**config.mk**
```make
export PLATFORM = sky130hd
export DESIGN_NAME = hts_gain
export DESIGN_NICKNAME = d
export VERILOG_FILES = /design/src/sv/hts_pkg.sv /design/src/sv/hts_gain.sv
export SDC_FILE = /design/constraint.sdc
export NUM_CORES = 1
export LEC_CHECK = 0
export ABC_AREA = 1
export BUFFER_PORTS_ARGS = -buffer_cell sky130_fd_sc_hd__buf_2
export CELL_PAD_IN_SITES_DETAIL_PLACEMENT = 0
export CELL_PAD_IN_SITES_GLOBAL_PLACEMENT = 1
export CORE_AREA = 5 5 312 314
export CTS_CLUSTER_SIZE = 8
export DETAILED_ROUTE_END_ITERATION = 8
export DIE_AREA = 0 0 317 319
export HOLD_SLACK_MARGIN = 0.12
export PLACE_DENSITY_LB_ADDON = 0.1
export SYNTH_ARGS = -nofsm -noshare
export SYNTH_HDL_FRONTEND = slang
export SYNTH_SLANG_ARGS = --single-unit
export TNS_END_PERCENT = 5
```
**constraint.sdc**
```tcl
create_clock -name i_clk -period 2.3 [get_ports i_clk]
set_input_delay 0.23 -clock i_clk [delete_from_list [all_inputs] [get_ports i_clk]]
set_output_delay 0.23 -clock i_clk [all_outputs]
set_load 0.005 [all_outputs]
```
**src/sv/hts_pkg.sv**
```systemverilog
// Shared constants, types and the sine table builder for the harmonic tone generator.
// Used by hts_tone, hts_gain and the top level; depends on nothing else.
package hts_pkg;

    // Field and register widths.
    localparam int IDX_W      = 16;
    localparam int PHASE_W    = 32;
    localparam int NOTE_LEN_W = 17;
    localparam int CFG_DATA_W = 32;
    localparam int PADDR_W    = 3;
    localparam int REG_IDX_W  = 1;

    // Design constants.
    localparam int MAX_SAMPLES      = 65536;
    localparam int SINE_TABLE_DEPTH = 1024;
    localparam int HARMONICS        = 4;

    localparam int MAX_LEN_W = $clog2(MAX_SAMPLES + 1);
    localparam int LEN_W     = (MAX_LEN_W > NOTE_LEN_W) ? MAX_LEN_W : NOTE_LEN_W;

    // Fade length is the note length over twenty, by a reciprocal multiply.
    localparam int FADE_DIV   = 20;
    localparam int FADE_W     = $clog2(MAX_SAMPLES / FADE_DIV + 2);
    localparam int FADE_SHIFT = LEN_W + 5;
    localparam int FMULT_W    = LEN_W + 1;
    localparam int FPROD_W    = LEN_W + FMULT_W;
    localparam logic [FMULT_W-1:0] FADE_MULT = FMULT_W'((2 ** FADE_SHIFT) / FADE_DIV + 1);

    // Sine table: only the first quarter wave plus its end point is stored.
    localparam int ADDR_W = $clog2(SINE_TABLE_DEPTH);
    localparam int QTR    = SINE_TABLE_DEPTH / 4;
    localparam int QIDX_W = ADDR_W - 1;
    localparam int SINE_W = 15;

    // Harmonic weights in Q0.15.
    localparam int WEIGHT_W = 13;
    localparam logic [WEIGHT_W-1:0] HARM_WEIGHT [4] = '{13'd5041, 13'd2521, 13'd1512, 13'd756};

    localparam int SVAL_W    = SINE_W + 1;
    localparam int PROD_W    = SVAL_W + WEIGHT_W + 1;
    localparam int ACC_W     = PROD_W + 2;
    localparam int MIX_W     = 16;
    localparam int MIX_SHIFT = 15;

    // Gain is a Q0.15 quotient; full gain travels as a flag.
    localparam int GAIN_FRAC = 15;
    localparam int GPROD_W   = MIX_W + GAIN_FRAC + 1;

    // Depths in register stages after the input register; OUT_LAT also counts it and the result register.
    localparam int TONE_LAT = 4;
    localparam int GAIN_LAT = GAIN_FRAC + 2;
    localparam int MIX_DLY  = GAIN_LAT - TONE_LAT;
    localparam int OUT_LAT  = GAIN_LAT + 2;

    // Register reset values.
    localparam logic [PHASE_W-1:0]    PHASE_STEP_RST  = 32'd39370534;
    localparam logic [NOTE_LEN_W-1:0] NOTE_LENGTH_RST = 17'd48000;

    typedef enum logic [REG_IDX_W-1:0] {
        REG_PHASE_STEP  = 1'b0,
        REG_NOTE_LENGTH = 1'b1
    } t_reg_idx;

    typedef struct packed {
        logic valid;
        logic in_note;
        logic full;
    } t_gain_ctl;

    localparam longint unsigned HALF_PI_Q62 = 64'd7244019458077122842;
    localparam longint unsigned X_STEP      = HALF_PI_Q62 / SINE_TABLE_DEPTH;

    // (a*b) >> 62 on 64-bit unsigned operands, truncated to 64 bits.
    function automatic longint unsigned mul_q62(longint unsigned a, longint unsigned b);
        longint unsigned al, ah, bl, bh, ll, lh, hl, hh, mid, lo, hi;
        al  = a & 64'hFFFF_FFFF;
        ah  = a >> 32;
        bl  = b & 64'hFFFF_FFFF;
        bh  = b >> 32;
        ll  = al * bl;
        lh  = al * bh;
        hl  = ah * bl;
        hh  = ah * bh;
        mid = (ll >> 32) + (lh & 64'hFFFF_FFFF) + (hl & 64'hFFFF_FFFF);
        lo  = (mid << 32) | (ll & 64'hFFFF_FFFF);
        hi  = hh + (lh >> 32) + (hl >> 32) + (mid >> 32);
        return (hi << 2) | (lo >> 62);
    endfunction

    // Unsigned 64-bit quotient by restoring long division, one bit per step.
    // The divisor stays small, so the partial remainder never overflows.
    function automatic longint unsigned udiv_u64(longint unsigned num, longint unsigned den);
        longint unsigned quo, rem;
        quo = 64'd0;
        rem = 64'd0;
        for (int i = 63; i >= 0; i--) begin
            rem = {rem[62:0], num[i]};
            if (rem >= den) begin
                rem    = rem - den;
                quo[i] = 1'b1;
            end
        end
        return quo;
    endfunction

    // Rounded 32767*sin of quarter-wave point q, by a fixed-point Taylor series.
    // Evaluated only while the design elaborates.
    function automatic logic [SINE_W-1:0] quarter_sine(int unsigned q);
        longint unsigned x, x2, term, sum, sh, sl, hiw, low, v;
        x    = X_STEP * 64'(4 * q);
        x2   = mul_q62(x, x);
        term = x;
        sum  = x;
        for (int n = 1; n < 40; n++) begin
            if (term != 64'd0) begin
                term = udiv_u64(mul_q62(term, x2), 64'(2 * n) * 64'(2 * n + 1));
                if ((n & 1) != 0) begin
                    sum = sum - term;
                end else begin
                    sum = sum + term;
                end
            end
        end
        sh  = sum >> 31;
        sl  = sum & 64'h7FFF_FFFF;
        hiw = 64'd32767 * sh;
        low = 64'd32767 * sl + (64'd1 << 61);
        v   = (hiw + (low >> 31)) >> 31;
        return SINE_W'(v);
    endfunction

endpackage

```
**src/sv/hts_gain.sv**
```systemverilog
// Fade gain: range checks, then a pipelined restoring divider, one quotient bit a stage.
// Gives floor(r*2^15/fade) or a full-gain flag; depends on hts_pkg.
module hts_gain (
    input  logic                             i_clk,
    input  logic                             i_rst_n,
    input  logic                             i_valid,
    input  logic [hts_pkg::IDX_W-1:0]        i_idx,
    input  logic [hts_pkg::LEN_W-1:0]        i_len,
    input  logic [hts_pkg::FADE_W-1:0]       i_fade,
    output hts_pkg::t_gain_ctl               o_ctl,
    output logic [hts_pkg::GAIN_FRAC-1:0]    o_quot
);
    import hts_pkg::*;

    logic [LEN_W-1:0] w_idx;
    logic [LEN_W-1:0] w_fade;
    logic [LEN_W-1:0] w_r;

    t_gain_ctl        r_g1_ctl;
    logic             r_g1_lt;
    logic [LEN_W-1:0] r_g1_idx;
    logic [LEN_W-1:0] r_g1_dist;

    t_gain_ctl           r_ctl  [GAIN_FRAC+1];
    logic [FADE_W-1:0]   r_rem  [GAIN_FRAC+1];
    logic [GAIN_FRAC-1:0] r_quot [GAIN_FRAC+1];

    assign w_idx  = LEN_W'(i_idx);
    assign w_fade = LEN_W'(i_fade);
    assign w_r    = r_g1_lt ? r_g1_idx : r_g1_dist;

    // Stage 1: position against the note and the fades.
    always_ff @(posedge i_clk) begin
        if (!i_rst_n) begin
            r_g1_ctl <= '0;
        end else begin
            r_g1_ctl.valid   <= i_valid;
            r_g1_ctl.in_note <= w_idx < i_len;
            r_g1_ctl.full    <= 1'b0;
        end
        r_g1_lt   <= w_idx < w_fade;
        r_g1_idx  <= w_idx;
        r_g1_dist <= LEN_W'(i_len - w_idx);
    end

    // Stage 2: a distance of a whole fade or more means full gain.
    always_ff @(posedge i_clk) begin
        if (!i_rst_n) begin
            r_ctl[0] <= '0;
        end else begin
            r_ctl[0].valid   <= r_g1_ctl.valid;
            r_ctl[0].in_note <= r_g1_ctl.in_note;
            r_ctl[0].full    <= w_r >= w_fade;
        end
        r_rem[0]  <= FADE_W'(w_r);
        r_quot[0] <= '0;
    end

    for (genvar k = 1; k <= GAIN_FRAC; k++) begin : g_div
        logic [FADE_W:0] w_rem2;
        logic            w_ge;

        assign w_rem2 = {r_rem[k-1], 1'b0};
        assign w_ge   = w_rem2 >= {1'b0, i_fade};

        always_ff @(posedge i_clk) begin
            if (!i_rst_n) begin
                r_ctl[k] <= '0;
            end else begin
                r_ctl[k] <= r_ctl[k-1];
            end
            r_rem[k]  <= w_ge ? FADE_W'(w_rem2 - {1'b0, i_fade}) : FADE_W'(w_rem2);
            r_quot[k] <= {r_quot[k-1][GAIN_FRAC-2:0], w_ge};
        end
    end

    assign o_ctl  = r_ctl[GAIN_FRAC];
    assign o_quot = r_quot[GAIN_FRAC];

endmodule

```
# Yosys cells after proc, flatten, opt, wreduce, memory -nomap -nowiden
# Memories as Yosys holds them, arrays and structs flattened.
# Index checks and enable logic that the tools add are counted.
classes:
  n_addsub: 16
  n_lt_le_gt_ge: 18
  n_mux: 36
  n_bitwise: 18
op_table:
  columns: ["operator", "n"]
  rows:
  - ["greater-or-equal comparator 13 x 12 -> 1 bit", 15]
  - ["2-to-1 mux 12 bit", 15]
  - ["subtractor 12 bit", 15]
  - ["2-to-1 mux 3 bit", 15]
  - ["bitwise OR 1 bit", 18]
  - ["greater-or-equal comparator 17 x 12 -> 1 bit", 1]
  - ["< comparator 16 x 17 -> 1 bit", 1]
  - ["2-to-1 mux 17 bit", 1]
  - ["subtractor 17 x 16 -> 17 bit", 1]
  - ["< comparator 16 x 12 -> 1 bit", 1]
  - ["2-to-1 mux 1 bit", 5]
word_totals:
  register_bits: 36
  ramBits: 480
  input_bits: 48
  output_inout_bits: 18
  memories: 3
memory_table:
  columns: ["name", "depth", "word_bits", "read_ports", "rd_ports_with_merged_regs", "write_ports", "line", "source"]
  rows:
  - ["r_quot", 16, 15, 16, 0, 16, "hts_gain.sv:26", "logic [GAIN_FRAC-1:0] r_quot [GAIN_FRAC+1];"]
  - ["r_rem", 16, 12, 15, 0, 16, "hts_gain.sv:25", "logic [FADE_W-1:0] r_rem [GAIN_FRAC+1];"]
  - ["r_ctl", 16, 3, 16, 0, 16, "hts_gain.sv:24", "t_gain_ctl r_ctl [GAIN_FRAC+1];"]

# Longest topological paths before layout
# Gate-level depths: netlist of the first run.
depth:
  depth_word: 3
  mapped_depth: 14
  mapped_depth_nobuf: 11

# Worst setup path before layout of the first run
# OpenSTA, ideal clock, no wires.
synth_path:
  path_type: "reg-to-reg"
  start: "register r_g1_lt"
  end: "memory r_ctl[0][0] (netlist bit)"
  setup_time_ps: 76
  t_arrival_ps: 1926
  t_required_ps: 2224
  slack_ps: 299
  stages_incl_launch_ff: 13
  path_buffers: 2
  synth_period_minus_slack_ps: 2001
  cell_sequence: "dfxtp_1 clkbuf_1 buf_2 mux2_2 ha_1 nand2_1 nor2_1 nand2_1 nand3_1 nand2_1 nand2_1 nand2_1 a21boi_0"
synth_lines:
  columns: ["item", "line", "source"]
  rows:
  - ["start: declaration", "hts_gain.sv:20", "logic r_g1_lt;"]
  - ["start signal: assignment", "hts_gain.sv:41", "r_g1_lt <= w_idx < w_fade;"]
  - ["end: declaration", "hts_gain.sv:24", null]

==> results of run 1 <==
cells in the final DEF, fill, tap and decap left out, types with 5 or more instances in the layout:
cell,n
buf_2,65
a21oi_1,75
nand4_1,121
clkbuf_1,12
clkbuf_16,58
xnor2_1,15
o21ai_2,24
a21oi_4,13
buf_12,21
mux2_2,11
inv_1,562
nor2_2,23
nand2_4,10
nand3_1,162
nand3_4,17
nand3_2,71
fa_1,15
buf_4,79
nand3b_1,21
o21ai_0,52
dfxtp_1,383
ha_1,218
nand2_2,31
dlygate4sd3_1,37
nor2_1,175
nor2_4,8
clkbuf_8,6
nor3_1,10
xor2_1,76
nor3_2,5
nand2_1,1042
routing by layer:
layer	up-vias	GRT usage [%]
met4	0	4.018
met3	109	2.597
met5	-	0
li1	10480	-
met2	234	25.18
met1	8943	17.47
worst max-delay path, stage by stage, from the launching register on:
cell      delay [ps]
dfxtp_2          490
mux2_2           410
ha_1             300
nand2_1           70
nor2_1           170
nand2_1           70
nand3_1           70
nand2_1           50
nand2_1          100
nand2_1           50
a21boi_0         210
worst max path at each step:
stage / end / slack, ps / depth (start not counted)
CTS: r_ctl[0][0] / 5 / 10
global route: r_ctl[0][0] / 20 / 10
floorplan: r_ctl[0][0] / 300 / 12
finish: r_ctl[0][0] / 210 / 10
detailed placement: r_rem[1][3] / -40 / 11
global placement: r_rem[0][82] / -30 / 13
where the power goes:
group / internal, mW / leakage (nW) / switching (mW) / total (mW)
combinational: 7.41 / 10.9 / 12.5 / 19.9
clock: 4.69 / 0.793 / 3.15 / 7.84
sequential: 9.47 / 3.22 / 1.53 / 11.0
repair_timing:
action                                  in CTS  in global routing
hold buffers                                37                  0
resized for setup                            0                  1
endpoints found under the hold margin       62                  0
setup buffers                                0                  0
endpoints found under the setup margin       0                  1
area by class of cell:
cell class	instances	area [um^2]	share of cell area, %
Multi-Input combinational cell	2215	13130	47.13
Clock buffer	76	1579	5.668
Tap cell	1265	1583	5.681
Timing Repair Buffer	202	1709	6.135
Inverter	564	2122	7.617
Clock inverter	4	48.80	0.1751
Sequential cell	384	7689	27.60
kinds of logic (layout without fill, tap and decap cells):
group                      count (synthesis)  in the layout  synth area share (%)
xor gates and xnor gates                  91             91                 3.408
DFF                                      384            384                 32.87
adders and majority gates                233            233                 12.95
AOI/OAI and AO/OA                        173            173                 4.794
and+or+nand+nor                         1707           1707                 34.46
muxes                                     11             11                0.5296
buffers and inverters                    612            846                 10.99
per-stage QoR:
| stage | hold WS, ps | util (%) | power [mW] | worst slack, ps |
|---|---|---|---|---|
| floorplan | 257.7 | - | 25.82 | 298.9 |
| detailed placement | 312.1 | 27.42 | 31.31 | -42.63 |
| finish | 270.4 | 29.54 | 38.73 | 205.1 |
| global placement | 310.3 | 27.42 | 31.37 | -27.17 |
| CTS | 190.9 | 29.54 | 39.65 | 4.510 |
| global route | 216.1 | 29.54 | 42.73 | 19.00 |
registers in the layout (all words and copies together), names as in the netlist:
name       flops
r_rem        180
r_quot       120
r_ctl         48
r_g1_dist     17
r_g1_idx      16
r_g1_ctl       2
r_g1_lt        1
==> impl_metrics.py, run 1 <==
metrics = {
    "floorplanning": {
        "core_mm2": 0.09430,
        "boundaryPins": 66,
        "die_area_mm2": 0.1011,
        "start_util_pct": 24.80,
        "die_w_um": 317,
        "std_cell_rows": 113,
        "die_y_um": 319,
    },
    "worst_hold_path": {
        "holdCritStartpoint": "i_idx[14]",
        "hold_path.class": "primary input to register",
        "hold_depth": 2,
        "min_to": "r_g1_idx[14]",
    },
    "power": {
        "powerDensity_mw_per_mm2": 1390,
        "p_leak_nw": 14.87,
        "vdd_drop_max_v": 0.0006238,
    },
    "placement": {
        "dp.cells": 4593,
        "routabilityCongestion": 0.8129,
        "placed_cell_area_mm2": 0.02586,
        "portBuffers": 65,
        "hpwl_um": 56470,
    },
    "global_route": {
        "track_usage_pct": 14.17,
        "grt_overflow": 0,
        "antenna_found_initial": 0,
        "grt_pass1_wl_um": 113000,
        "grt_max_degree": 29,
        "grt_pass1_vias": 20340,
    },
    "route": {
        "wl_met1_um": 32310,
        "ant_nets": 0,
        "wl_per_cell_um": 15.26,
        "num_vias": 19770,
        "dr.max_layer_used": "met4",
        "drcViolationCount": 0,
        "dr_wl_met3_um": 2432,
        "met2WireLength_um": 35080,
        "drt_iter0_drc": 858,
        "first_pass_iters": 5,
        "routed_wl_um": 71860,
        "avgViaCountPerCell": 4.196,
    },
    "synthesis": {
        "ys_types": 46,
        "synth_commonest_cells": "nand2_1, inv_1, dfxtp_1, ha_1, nor2_1",
        "synth-seq-cells": 384,
        "postSynthAreaPerCell_um2": 7.284,
        "ys.flop_type": "dfxtp_1",
        "synth_top_area_cell": "dfxtp_1",
        "ys_seq_area_share_pct": 32.87,
        "yosys_warnings": 0,
        "postSynth.asyncResetShare_pct": 0,
        "yosysTopAreaCellShare_pct": 32.87,
        "syn-num-nets": 3492,
        "yosys-top-cells-area": "dfxtp_1, nand2_1, ha_1",
        "synthCells": 3211,
        "yosysMostFrequentCell": "nand2_1",
        "synth_edf_count": 0,
        "netlist_area_mm2": 0.02339,
    },
    "worst_setup_path": {
        "endpoint_kind": "register",
        "start_kind": "register",
        "cp.required_ps": 2840,
        "r2r_setup_slack_ps": 210,
        "critPathKind": "register to register",
        "worstPathMaxFanout": 11,
        "r2r_cells": 10,
        "r2r_start": "r_g1_lt",
        "worstPathArrival_ps": 2630,
        "crit_start": "r_g1_lt",
        "rr_endpoint": "r_ctl[0][0]",
    },
    "timing": {
        "finalHoldViolations": 0,
        "setup_tns_ps": 0,
        "worstMarginPinSlew_ps": 719.1,
        "slew_headroom_pct": 51.62,
        "slew_violations": 0,
        "finalSetupViolations": 0,
        "period_needed_ps": 2095,
        "fin_crit_sh_pct": 91.08,
        "max_freq_mhz": 477.4,
        "fin_skew_ps": 24.00,
        "grt_setup_unrepaired": "false",
    },
    "layout": {
        "synthToLayoutAreaGrowth_pct": 19.13,
        "antenna_cells": 0,
        "layout-drive-gt1-share_pct": 13.27,
        "instances_no_fill": 4710,
        "fin_area_mm2": 0.02786,
        "nNetsFinal": 3705,
        "nFillCells": 10290,
    },
    "clock_network": {
        "clock-root-buffer": "clkbuf_16",
        "clk_pin_slew_ps": 50,
        "htreeDepth": 2,
        "cts.sink_count": 384,
        "clkLatencyLatePin_ps": 640,
        "cts_buffers": 57,
        "clock_path_buffers": 3,
        "cts_tree": "yes",
    },
    "run_status": {
        "status": "completed",
    },
    "run": {
        "cap_violations": 0,
    },
}
No activity file was read; power rests on OpenSTA's default activity.
==> inputs of run 2 (changes only) <==
Settings changed: SETUP_SLACK_MARGIN set to 0.3.
==> run 2 against run 1 <==
Compared with the run above:
- via count grew 0.93%
- wire length hardly changed
- highest routed layer unchanged
- global-route usage hardly changed
- critical endpoint is now r_rem[1][74]
- non-clock buffer count rose by 20
- flip-flop and latch count unchanged
- critical path type is now primary input to register
- hold slack lost 5.3 ps
- die area stayed put
- sequential power barely moved
- largest cell class unchanged
==> impl_metrics.py, run 2 (same netlist as run 1, synthesis figures left out) <==
metrics = {
    "worst_setup_path": {
        "endpoint_kind": "register",
        "start_kind": "primary input",
        "worstPathMaxFanout": 18,
        "cp.required_ps": 2790,
        "critPathKind": "primary input to register",
        "worstPathArrival_ps": 2480,
    },
    "route": {
        "first_pass_iters": 7,
        "drt_iter0_drc": 840,
        "ant_nets": 0,
        "num_vias": 19950,
        "met2WireLength_um": 34540,
        "dr_wl_met3_um": 2498,
        "wl_per_cell_um": 15.20,
        "routed_wl_um": 71860,
        "drcViolationCount": 0,
        "dr.max_layer_used": "met4",
        "avgViaCountPerCell": 4.218,
        "wl_met1_um": 32630,
    },
    "layout": {
        "largest_reg_flops": 180,
        "instances_no_fill": 4729,
        "fin_area_mm2": 0.02804,
        "nFillCells": 10350,
        "most-common-layout-cells": "nand2_1, inv_1, dfxtp_1, ha_1, nor2_1",
        "nNetsFinal": 3726,
        "final_common_cell": "nand2_1",
        "reg_top3": "r_rem: 180 flops, r_quot: 120 flops, r_ctl: 48 flops",
        "layout-drive-gt1-share_pct": 13.92,
        "regMostFlops": "r_rem",
        "synthToLayoutAreaGrowth_pct": 19.90,
    },
    "global_route": {
        "track_usage_pct": 14.16,
        "grt_max_degree": 31,
        "grt_pass1_vias": 20270,
        "grt_overflow": 0,
        "grt_pass1_wl_um": 112900,
        "antenna_found_initial": 2,
    },
    "timing": {
        "slew_headroom_pct": 40.91,
        "finalHoldViolations": 0,
        "max_freq_mhz": 502.8,
        "grt_setup_unrepaired": "true",
        "fin_crit_sh_pct": 86.48,
        "fin_skew_ps": 27.91,
        "worstMarginPinSlew_ps": 878.2,
        "finalSetupViolations": 0,
        "period_needed_ps": 1989,
        "slew_violations": 0,
    },
    "clock_network": {
        "cts.sink_count": 384,
        "htreeDepth": 2,
        "clock_path_buffers": 3,
        "cts_tree": "yes",
        "clkLatencyLatePin_ps": 630,
        "cts_buffers": 57,
        "clock-root-buffer": "clkbuf_16",
        "clk_pin_slew_ps": 50,
    },
    "floorplanning": {
        "die_area_mm2": 0.1011,
        "core_mm2": 0.09430,
        "boundaryPins": 66,
        "die_y_um": 319,
        "std_cell_rows": 113,
        "die_w_um": 317,
        "start_util_pct": 24.80,
    },
    "power": {
        "powerDensity_mw_per_mm2": 1396,
        "vdd_drop_max_v": 0.0006659,
        "p_leak_nw": 14.98,
    },
    "placement": {
        "routabilityCongestion": 0.8281,
        "placed_cell_area_mm2": 0.02599,
        "hpwl_um": 56240,
        "portBuffers": 65,
        "dp.cells": 4612,
    },
    "run": {
        "cap_violations": 0,
    },
    "worst_hold_path": {
        "hold_path.class": "primary input to register",
    },
    "run_status": {
        "status": "completed",
    },
}
-- run 2: cell type report --
class | instances | area (um^2) | share of cell area (%)
Antenna cell | 1 | 2.502 | 0.008924
Clock buffer | 70 | 1535 | 5.475
Clock inverter | 7 | 105.1 | 0.3748
Inverter | 564 | 2122 | 7.567
Multi-Input combinational cell | 2216 | 13150 | 46.89
Sequential cell | 384 | 7687 | 27.41
Tap cell | 1265 | 1583 | 5.644
Timing Repair Buffer | 222 | 1859 | 6.630
-- run 2: worst paths after layout --
path	start	to	slack (ps)	depth (start not counted)
min reg2reg	r_quot[2][19]	r_quot[3][5]	300	0
max	i_fade[0]	r_rem[1][74]	310	10
max reg2reg	r_g1_lt	r_ctl[0][0]	340	9
min	i_idx[14]	r_g1_idx[14]	270	2
-- run 2: power by group --
part | internal [mW] | switching [mW]
Sequential | 9.47 | 1.51
Clock | 4.73 | 3.14
Combinational | 7.60 | 12.7
-- run 2: critical path: stages --
cell and delay, ps:
dlygate4sd3_1 530, buf_2 200, inv_6 190, buf_4 240
ha_1 170, nand2_1 50, nor2_1 180, nand4_4 220
nand3_4 310, o21ai_0 140
-- run 2: routing by layer --
metal	global-route usage [%]	vias up
li1	-	10560
met1	17.81	9006
met2	24.75	267
met3	2.344	118
met4	4.341	0
met5	0	-
-- run 2: stage by stage --
step / setup WS, ps / power (mW) / hold slack [ps] / util [%] / setup TNS, ps
after floorplan: 342.1 / 25.82 / 257.7 / - / 0
after global placement: -135.4 / 31.73 / 309.7 / 27.56 / -1185
after detailed placement: -78.22 / 31.66 / 312.1 / 27.56 / -789.0
after CTS: 234.7 / 40.04 / 201.8 / 29.70 / 0
after global routing: 218.4 / 43.21 / 242.3 / 29.74 / 0
final: 311.1 / 39.15 / 265.1 / 29.74 / 0
-- run 2: what timing repair did --
| action | 4_1_cts | 5_1_grt |
|---|---|---|
| pin swaps | 0 | 1 |
| cloned | 0 | 1 |
| gates resized for setup | 1 | 9 |
| hold endpoints to repair | 64 | 0 |
| hold buffers | 37 | 0 |
| setup buffers | 0 | 1 |
| endpoints found under the setup margin | 14 | 75 |
==> inputs of run 3 (changes only) <==
Settings changed: GPL_TIMING_DRIVEN set to 0.
==> run 3 against run 2 <==
Compared with the run above:
- count of clock-buffer cells in the layout rose by 2
- global-route usage is 0.57 points higher
- via count is 0.13% lower
- maximum frequency shrank 0.50%
- hold slack got worse by 20 ps
- register-to-register slack got worse by 40 ps
- non-clock buffer count shrank 44
- sequential power barely moved
- first-iteration DRC count grew 8.7%
- critical endpoint is now r_ctl[0][0]
- largest power group unchanged
- highest routed layer unchanged
==> impl_metrics.py, run 3 (same netlist as run 1, synthesis figures left out) <==
metrics = {
    "route": {
        "wl_per_cell_um": 15.88,
        "drt_iter0_drc": 913,
        "avgViaCountPerCell": 4.250,
        "num_vias": 19920,
        "drcViolationCount": 0,
        "routed_wl_um": 74410,
        "ant_nets": 0,
        "first_pass_iters": 5,
    },
    "power": {
        "clockPowerShare_pct": 20.6,
        "sequentialPowerShare_pct": 27.8,
        "vdd_drop_max_v": 0.0005443,
        "swShare_pct": 44.16,
        "p_switching_mw": 17.35,
        "combPwrFrac_pct": 51.7,
        "internal_power_mw": 21.95,
        "p_leak_nw": 14.82,
        "p_total_mw": 39.30,
        "powerDensity_mw_per_mm2": 1408,
    },
    "global_route": {
        "grt_pass1_wl_um": 115800,
        "grt_max_degree": 18,
        "grt_pass1_vias": 20420,
        "grt_overflow": 0,
        "antenna_found_initial": 1,
        "track_usage_pct": 14.72,
    },
    "layout": {
        "nNetsFinal": 3682,
        "postLayoutCoreUtil_pct": 29.59,
        "multiInputGateArea_mm2": 0.01320,
        "reg_top3": "r_rem: 180 flops, r_quot: 120 flops, r_ctl: 48 flops",
        "layout-drive-gt1-share_pct": 13.21,
        "largest_reg_flops": 180,
        "seqCellArea_mm2": 0.007687,
        "regMostFlops": "r_rem",
        "synthToLayoutAreaGrowth_pct": 19.32,
        "nFillCells": 10290,
        "fin_area_mm2": 0.02791,
        "antenna_cells": 0,
        "most-common-layout-cells": "nand2_1, inv_1, dfxtp_1, ha_1, nor2_1",
        "final_common_cell": "nand2_1",
    },
    "timing": {
        "worstMarginPinSlew_ps": 827.6,
        "slew_headroom_pct": 44.75,
        "max_freq_mhz": 500.3,
        "slew_violations": 0,
        "fin_ws_ps": 301.1,
        "fin_skew_ps": 30.38,
        "grt_setup_unrepaired": "true",
        "period_needed_ps": 1999,
        "finalHoldViolations": 0,
        "fin_crit_sh_pct": 86.91,
        "finalSetupViolations": 0,
        "hold_slack_ps": 245.4,
    },
    "placement": {
        "routabilityCongestion": 0.8212,
        "placed_cell_area_mm2": 0.02539,
        "place_ws_ps": -1393,
        "portBuffers": 64,
        "hpwl_um": 55140,
    },
    "worst_setup_path": {
        "worstPathMaxFanout": 10,
        "start_kind": "register",
        "worstPathArrival_ps": 2580,
        "cp.required_ps": 2880,
        "endpoint_kind": "register",
        "critPathKind": "register to register",
    },
    "clock_network": {
        "cts_buffers": 58,
        "clk_pin_slew_ps": 50,
        "clock_path_buffers": 3,
        "clock-root-buffer": "clkbuf_16",
        "cts.sink_count": 384,
        "clkLatencyLatePin_ps": 650,
        "htreeDepth": 2,
        "cts_tree": "yes",
    },
    "floorplanning": {
        "core_mm2": 0.09430,
        "die_area_mm2": 0.1011,
        "start_util_pct": 24.80,
        "std_cell_rows": 113,
        "die_w_um": 317,
        "boundaryPins": 66,
        "die_y_um": 319,
    },
    "run": {
        "cap_violations": 0,
    },
    "run_status": {
        "status": "completed",
    },
    "worst_hold_path": {
        "hold_path.class": "primary input to register",
    },
}
==> run 3: cell count changes in the layout (fill, tap and decap cells not counted), moves of 3 or more <==
cell,delta
inv_16,-3
buf_6,+7
buf_4,-64
clkbuf_1,+7
clkinvlp_4,+3
inv_2,+7
buf_12,-5
buf_8,+9
inv_1,-11
==> run 3: cell type report <==
class / count / area share (%)
well taps: 1265 / 5.672
plain buffers: 48 / 1.847
multi-input cells: 2215 / 47.29
clock buffers: 72 / 5.605
repair buffers: 130 / 3.896
flip-flops and latches: 384 / 27.55
inverters: 564 / 7.663
clock inverters: 9 / 0.4842
==> run 3: critical path, cell delays in order (launching register included) <==
cell and delay [ps]:
dfxtp_1 340, buf_8 140, buf_12 140, mux2_2 370, ha_1 320, nand2_2 80
nor2_1 90, nand3_1 80, nand2_1 120, a21oi_1 80, a21boi_0 150
==> run 3: path summary, 6_finish.rpt <==
| check | startpoint | endpoint | slack [ps] | depth (start not counted) |
|---|---|---|---|---|
| worst min register to register | r_quot[0][15] | r_quot[1][1] | 320 | 0 |
| worst max-delay path | r_g1_lt | r_ctl[0][0] | 300 | 10 |
| worst max register to register | r_g1_lt | r_ctl[0][0] | 300 | 10 |
| worst min-delay path | i_idx[14] | r_g1_idx[14] | 250 | 2 |
==> run 3: routing by layer <==
layer	global-route usage, %	routed length [um]
met3	2.221	2426
met1	18.39	33660
met2	25.60	35730
met5	0	0
met4	5.475	2593
==> run 3: stage by stage <==
| step | TNS (ps) | instances |
|---|---|---|
| floorplan | 0 | 3211 |
| global placement | -220600 | 4540 |
| detailed placement | -223040 | 4545 |
| CTS | 0 | 4680 |
| global route | 0 | 4687 |
| finish | 0 | 4687 |
==> run 3: power groups by stage <==
stage / sequential, mW / combinational, mW / clock (mW)
final: 10.9 / 20.3 / 8.08
after global routing: 11.2 / 23.3 / 8.81
after CTS: 11.0 / 20.5 / 8.55
after detailed placement: 11.1 / 20.3 / 0
after global placement: 11.1 / 20.2 / 0
after floorplan: 10.3 / 15.5 / 0
==> run 3: what timing repair did <==
| item | in CTS | in global routing |
|---|---|---|
| gates cloned | 1 | 0 |
| endpoints found under the hold margin | 72 | 0 |
| gates resized for setup | 25 | 15 |
| hold buffers | 37 | 0 |
| pin swaps | 3 | 5 |
| setup endpoints to repair | 185 | 141 |
| buffers inserted | 16 | 7 |
